$ cat src/sv/gasp_pkg.sv
// gasp_pkg: shared types, constants and codes of the glyph atlas shelf packer
// no dependencies; used by the top level, front, back and testbench
`timescale 1ns / 1ps

package gasp_pkg;

  localparam int CODE_COUNT_DEF = 65536;
  localparam int MAX_LINES_DEF  = 512;
  localparam int MAX_SHEETS_DEF = 16;

  localparam int EPOCH_W = 5;
  localparam int FILL_W  = 13;

  localparam logic [15:0] EMPTY_ENTRY = 16'hFFFF;
  localparam logic [16:0] INDEX_LIMIT = 17'h0FFFF;
  localparam logic [7:0]  PAD         = 8'd2;
  localparam logic [7:0]  MAX_GLYPH   = 8'd253;

  localparam logic [12:0] SHEET_W_RST = 13'd256;
  localparam logic [8:0]  LINE_H_RST  = 9'd18;
  localparam logic [9:0]  LINES_RST   = 10'd14;

  typedef enum logic [1:0] {
    REG_SHEET_W = 2'd0,
    REG_LINE_H  = 2'd1,
    REG_LINES   = 2'd2
  } reg_idx_t;

  typedef enum logic [1:0] {
    ST_NEW  = 2'd0,
    ST_DUP  = 2'd1,
    ST_FULL = 2'd2
  } status_t;

  typedef struct packed {
    logic [15:0] char_code;
    logic [7:0]  cell_width;
    logic        out_of_range;
  } work_t;

  typedef struct packed {
    logic  valid;
    work_t item;
  } queue_head_t;

  typedef struct packed {
    status_t     status;
    logic [15:0] glyph_index;
    logic [3:0]  sheet_number;
    logic [11:0] x_left;
    logic [12:0] y_top;
    logic [12:0] x_right;
    logic [12:0] y_bottom;
    logic [7:0]  cell_width;
  } result_t;

endpackage

$ cat src/sv/gasp_if.sv
// gasp_if: valid/ready channel interfaces for glyph items and placement results
// depends on nothing
`timescale 1ns / 1ps

interface gasp_in_if;
  logic              valid;
  logic              ready;
  logic [15:0]       char_code;
  logic [7:0]        glyph_width;
  logic signed [7:0] left_space;
  logic signed [7:0] right_space;

  modport source (output valid, char_code, glyph_width, left_space, right_space,
                  input ready);
  modport sink (input valid, char_code, glyph_width, left_space, right_space,
                output ready);
endinterface


$ cat src/sv/gasp_front.sv
// gasp_front: accepts glyph items, pads and range checks them, two entry queue
// depends on gasp_pkg and gasp_if
`timescale 1ns / 1ps

module gasp_front #(
  parameter int CODE_COUNT = gasp_pkg::CODE_COUNT_DEF
) (
  input  logic                  clk,
  input  logic                  rst_n,
  gasp_in_if.sink               in_ch,
  output gasp_pkg::queue_head_t head,
  input  logic                  pop
);

  gasp_pkg::work_t q_r [2];
  logic [1:0]      cnt_r;
  logic            rd_r;
  logic            wr_r;
  logic            push;
  logic            pop_ok;
  logic [7:0]      gw;
  gasp_pkg::work_t item;

  assign in_ch.ready = (cnt_r != 2'd2);
  assign push        = in_ch.valid && in_ch.ready;
  assign pop_ok      = pop && (cnt_r != 2'd0);

  always_comb begin
    gw = (in_ch.glyph_width > gasp_pkg::MAX_GLYPH) ? gasp_pkg::MAX_GLYPH : in_ch.glyph_width;
    item.char_code    = in_ch.char_code;
    item.cell_width   = gw + gasp_pkg::PAD;
    item.out_of_range = ({1'b0, in_ch.char_code} >= 17'(CODE_COUNT));
  end

  always_ff @(posedge clk) begin
    if (push) begin
      q_r[wr_r] <= item;
    end
    if (!rst_n) begin
      cnt_r <= 2'd0;
      rd_r  <= 1'b0;
      wr_r  <= 1'b0;
    end else begin
      if (push) begin
        wr_r <= ~wr_r;
      end
      if (pop_ok) begin
        rd_r <= ~rd_r;
      end
      cnt_r <= cnt_r + 2'(push) - 2'(pop_ok);
    end
  end

  assign head.valid = (cnt_r != 2'd0);
  assign head.item  = q_r[rd_r];

endmodule

$ cat src/flat_wrapper.sv
// flat-port wrapper written by rule: the top's interface ports become plain ports
module gasp_front_flat 
#(
  parameter int CODE_COUNT = gasp_pkg::CODE_COUNT_DEF
)
  (clk, rst_n, head, pop, in_ch_valid, in_ch_char_code, in_ch_glyph_width, in_ch_left_space, in_ch_right_space, in_ch_ready);
  gasp_in_if in_ch_i ();
  input  logic clk;
  input  logic rst_n;
  output gasp_pkg::queue_head_t head;
  input  logic pop;
  input wire logic [$bits(in_ch_i.valid)-1:0] in_ch_valid;
  input wire logic [$bits(in_ch_i.char_code)-1:0] in_ch_char_code;
  input wire logic [$bits(in_ch_i.glyph_width)-1:0] in_ch_glyph_width;
  input wire logic [$bits(in_ch_i.left_space)-1:0] in_ch_left_space;
  input wire logic [$bits(in_ch_i.right_space)-1:0] in_ch_right_space;
  output wire logic [$bits(in_ch_i.ready)-1:0] in_ch_ready;
  assign in_ch_i.valid = in_ch_valid;
  assign in_ch_i.char_code = in_ch_char_code;
  assign in_ch_i.glyph_width = in_ch_glyph_width;
  assign in_ch_i.left_space = in_ch_left_space;
  assign in_ch_i.right_space = in_ch_right_space;
  assign in_ch_ready = in_ch_i.ready;
  gasp_front #(.CODE_COUNT(CODE_COUNT)) u_core (.clk(clk), .rst_n(rst_n), .in_ch(in_ch_i), .head(head), .pop(pop));
endmodule
$ cat config.mk
export PLATFORM = sky130hd
export DESIGN_NAME = gasp_front_flat
export DESIGN_NICKNAME = d
export VERILOG_FILES = /design/src/sv/gasp_pkg.sv /design/src/sv/gasp_if.sv /design/src/sv/gasp_front.sv /design/src/flat_wrapper.sv
export SDC_FILE = /design/constraint.sdc
export NUM_CORES = 1
export LEC_CHECK = 0
export ABC_AREA = 1
export BUFFER_PORTS_ARGS = -buffer_cell sky130_fd_sc_hd__buf_2
export CAP_MARGIN = 10
export CORE_MARGIN = 1
export CORE_UTILIZATION = 50
export CTS_CLUSTER_DIAMETER = 30
export DETAILED_ROUTE_END_ITERATION = 7
export PLACE_DENSITY_LB_ADDON = 0.12
export SKIP_LAST_GASP = 1
export SLEW_MARGIN = 40
export SYNTH_ARGS = -nofsm -noshare
export SYNTH_HDL_FRONTEND = slang
export SYNTH_SLANG_ARGS = --single-unit
$ cat constraint.sdc
create_clock -name clk -period 3.85 [get_ports clk]
set_clock_uncertainty 0.05 [all_clocks]
set_input_delay 0.9625 -clock clk [delete_from_list [all_inputs] [get_ports clk]]
set_output_delay 0.9625 -clock clk [all_outputs]
set_load 0.05 [all_outputs]
==> reports/metrics.yaml <==
rr_endpoint: "u_core.cnt_r[1]"
dr.pass1.iters: 4
buffer_ports.inserted: 53
cts.repair_timing.setup_buffer_count: 0
synth.lib_cells_used.distinct: 20
route.detailed.drc: 0
hold_class: "reg2reg"
h-tree-depth: 2
fmax_mhz: 380
worstPathRequired_ps: 2840
timing_hold_violations_final: 0
timing.hold.worst_endpoint: "u_core.rd_r"
die_w_um: 68.5
worst-path-max-fanout: 24
finalCritPeriodShare_pct: 68.4
ratio_of_routed_vias_to_standard_cells: 4.93
clockBufferDepth: 2
run_status: "finished, final reports clean"
die-area_mm2: 0.00469
clock_sink_count: 53
first_pass_grt_wire_length_um: 5170
setup_viol_count_final: 0
antenna_violations_before_repair: 0
route.vias.total: 1223
synth-async-reset-ratio_pct: 0
grt_setup_unrepaired: "no"
post_drt_wl_per_cell_um: 14.1
overflow: 0
num_io_pins: 71
place.detailed.hpwl_um: 2510
worst_vdd_ir_mv: 0.404
detailed_place.area_mm2: 0.00252
worst_hold_path.num_cells: 2
grt_pass1_vias: 1157
cts_inserted_buffers: 5
clk_pin_slew_worst_paths_ps: 90
hold_buffers: 0
insertion_delay_ps: 300
synth-edff-count: 48
commonest_non_fill_non_tap_cell_in_the_layout: "sky130_fd_sc_hd__buf_2"
synthCells: 139
rr_worst_depth: 11
n_antenna_cell: 0
cts-resized-gates: 0
place_congestion: 0.711
antenna_left: 0
setup.reg_to_reg.worst_slack_ps: 2160
cts_tree: "built"
max_cap_violations: 0
synth-seq-cells: 53
clockRootBuffer: "sky130_fd_sc_hd__clkbuf_8"
hold_path_startpoint: "u_core.rd_r"
worst_endpoint_data_arrival_time_ps: 1620
postRouteWirelength_um: 3500
floorplan.initialDensity_pct: 53.7
power-per-cell-area_mw_per_mm2: 697
synthesis.yosys.warnings: 0
global_route.usage.total_pct: 16.1
post_route_cells_drive_above_1_share_pct: 46.5
finish.instance_area_mm2: 0.00266
most-common-layout-cells: "sky130_fd_sc_hd__buf_2, sky130_fd_sc_hd__edfxtp_1, sky130_fd_sc_hd__mux2_4"
synthesis.nets: 186
nature_of_the_critical_path_endpoint: "output port"
areaGrowthSynthToFinish_pct: 20.1
path_class: "reg2out"
number_of_nets_in_the_final_layout: 244
leakage_nw: 1.13
largest_net_degree_at_the_start_of_global_routing: 25
core_region_area_mm2: 0.00412
most_used_dff_post_synth: "sky130_fd_sc_hd__edfxtp_1"
synth_area_mm2: 0.00221
syn_avg_cell_area_um2: 15.9
post-route-min-period_ps: 2630
slew_violations: 0
rr_startpoint: "u_core.cnt_r[1]"
die_height_um: 68.5
sequential_share_of_the_synthesized_area_pct: 69.7
totalNegativeSetupSlack_ps: 0
std_cell_rows: 23
worstSetupStartpointType: "flop"
dr.first_iter.drc_count: 80
[synthesized netlist by cell type (all sizes together) (3+ instances only)]
| master | count | area share [%] |
|---|---|---|
| nor2 | 8 | 1.5 |
| mux2 | 24 | 16 |
| dfxtp | 5 | 4.5 |
| buf | 4 | 1.9 |
| inv | 14 | 2.4 |
| nand3 | 3 | 0.68 |
| nand2 | 18 | 3.2 |
| ha | 3 | 1.7 |
| edfxtp | 48 | 65 |
[cells by family (layout without fill, tap and decap cells)]
group           Yosys count  count (layout)  share of synthesized area [%]
simple gates             31              31                           5.89
flops                    53              53                           69.7
xor+xnor                  4               4                           1.58
fa+ha+maj                 3               3                           1.70
other cells               1               1                          0.170
compound gates            4               4                          0.906
mux                      24              24                           15.6
buf+inv                  19              78                           4.41
[state kept, by name, indices dropped and copies added (netlist names), named ones only]
signal / count
u_core.cnt_r: 2
u_core.q_r: 48
u_core.rd_r: 1
u_core.wr_r: 1
[routing by layer]
metal,track usage [%],up-vias,wire (um)
met3,3.95,5,170
met2,28.8,39,1870
li1,-,601,-
met5,0,-,0
met1,17.9,578,1410
met4,7.81,0,45
[report_power, final]
group,internal [mW],leakage (nW),switching [mW]
logic,0.211,0.575,0.466
registers,0.724,0.489,0.0226
clock network,0.258,0.0681,0.170
total,1.19,1.13,0.658
[final cells by class]
type	count	area, um^2
Clock buffer	5	68.8
Fill cell	325	1460
Multi-Input combinational cell	67	577
Timing Repair Buffer	56	288
Sequential cell	53	1540
Inverter	14	52.6
Tap cell	50	62.6
Clock inverter	3	65.1
[worst max-delay path: stages (launching register included)]
cell	delay (ps)
sky130_fd_sc_hd__dfxtp_1	320
sky130_fd_sc_hd__buf_4	380
sky130_fd_sc_hd__mux2_2	400
sky130_fd_sc_hd__buf_2	210
[per-stage QoR]
stage / util (%) / std cells / total power [mW] / setup WS, ps / hold WS (ps)
after global routing: 64.5 / 248 / 1.93 / 1160 / 469
after detailed placement: 61.3 / 240 / 1.44 / 1340 / 417
final: 64.5 / 248 / 1.85 / 1220 / 428
after global placement: 61.3 / 240 / 1.42 / 1450 / 411
after floorplan: - / 139 / 1.32 / 1270 / 397
after CTS: 64.5 / 248 / 1.87 / 1200 / 430
[worst max path at each step]
stage / start / end / slack (ps) / depth (start not counted)
6_report: flop / head[2] / 1220 / 3
5_1_grt: flop / head[2] / 1160 / 3
3_3_place_gp: in_ch_glyph_width[4] / u_core.q_r[1][7] / 1450 / 10
2_1_floorplan: in_ch_valid / u_core.q_r[1][0] / 1270 / 2
3_5_place_dp: in_ch_glyph_width[5] / u_core.q_r[0][7] / 1340 / 10
4_1_cts: flop / head[2] / 1200 / 3
Power figures use the tool's default switching activity.
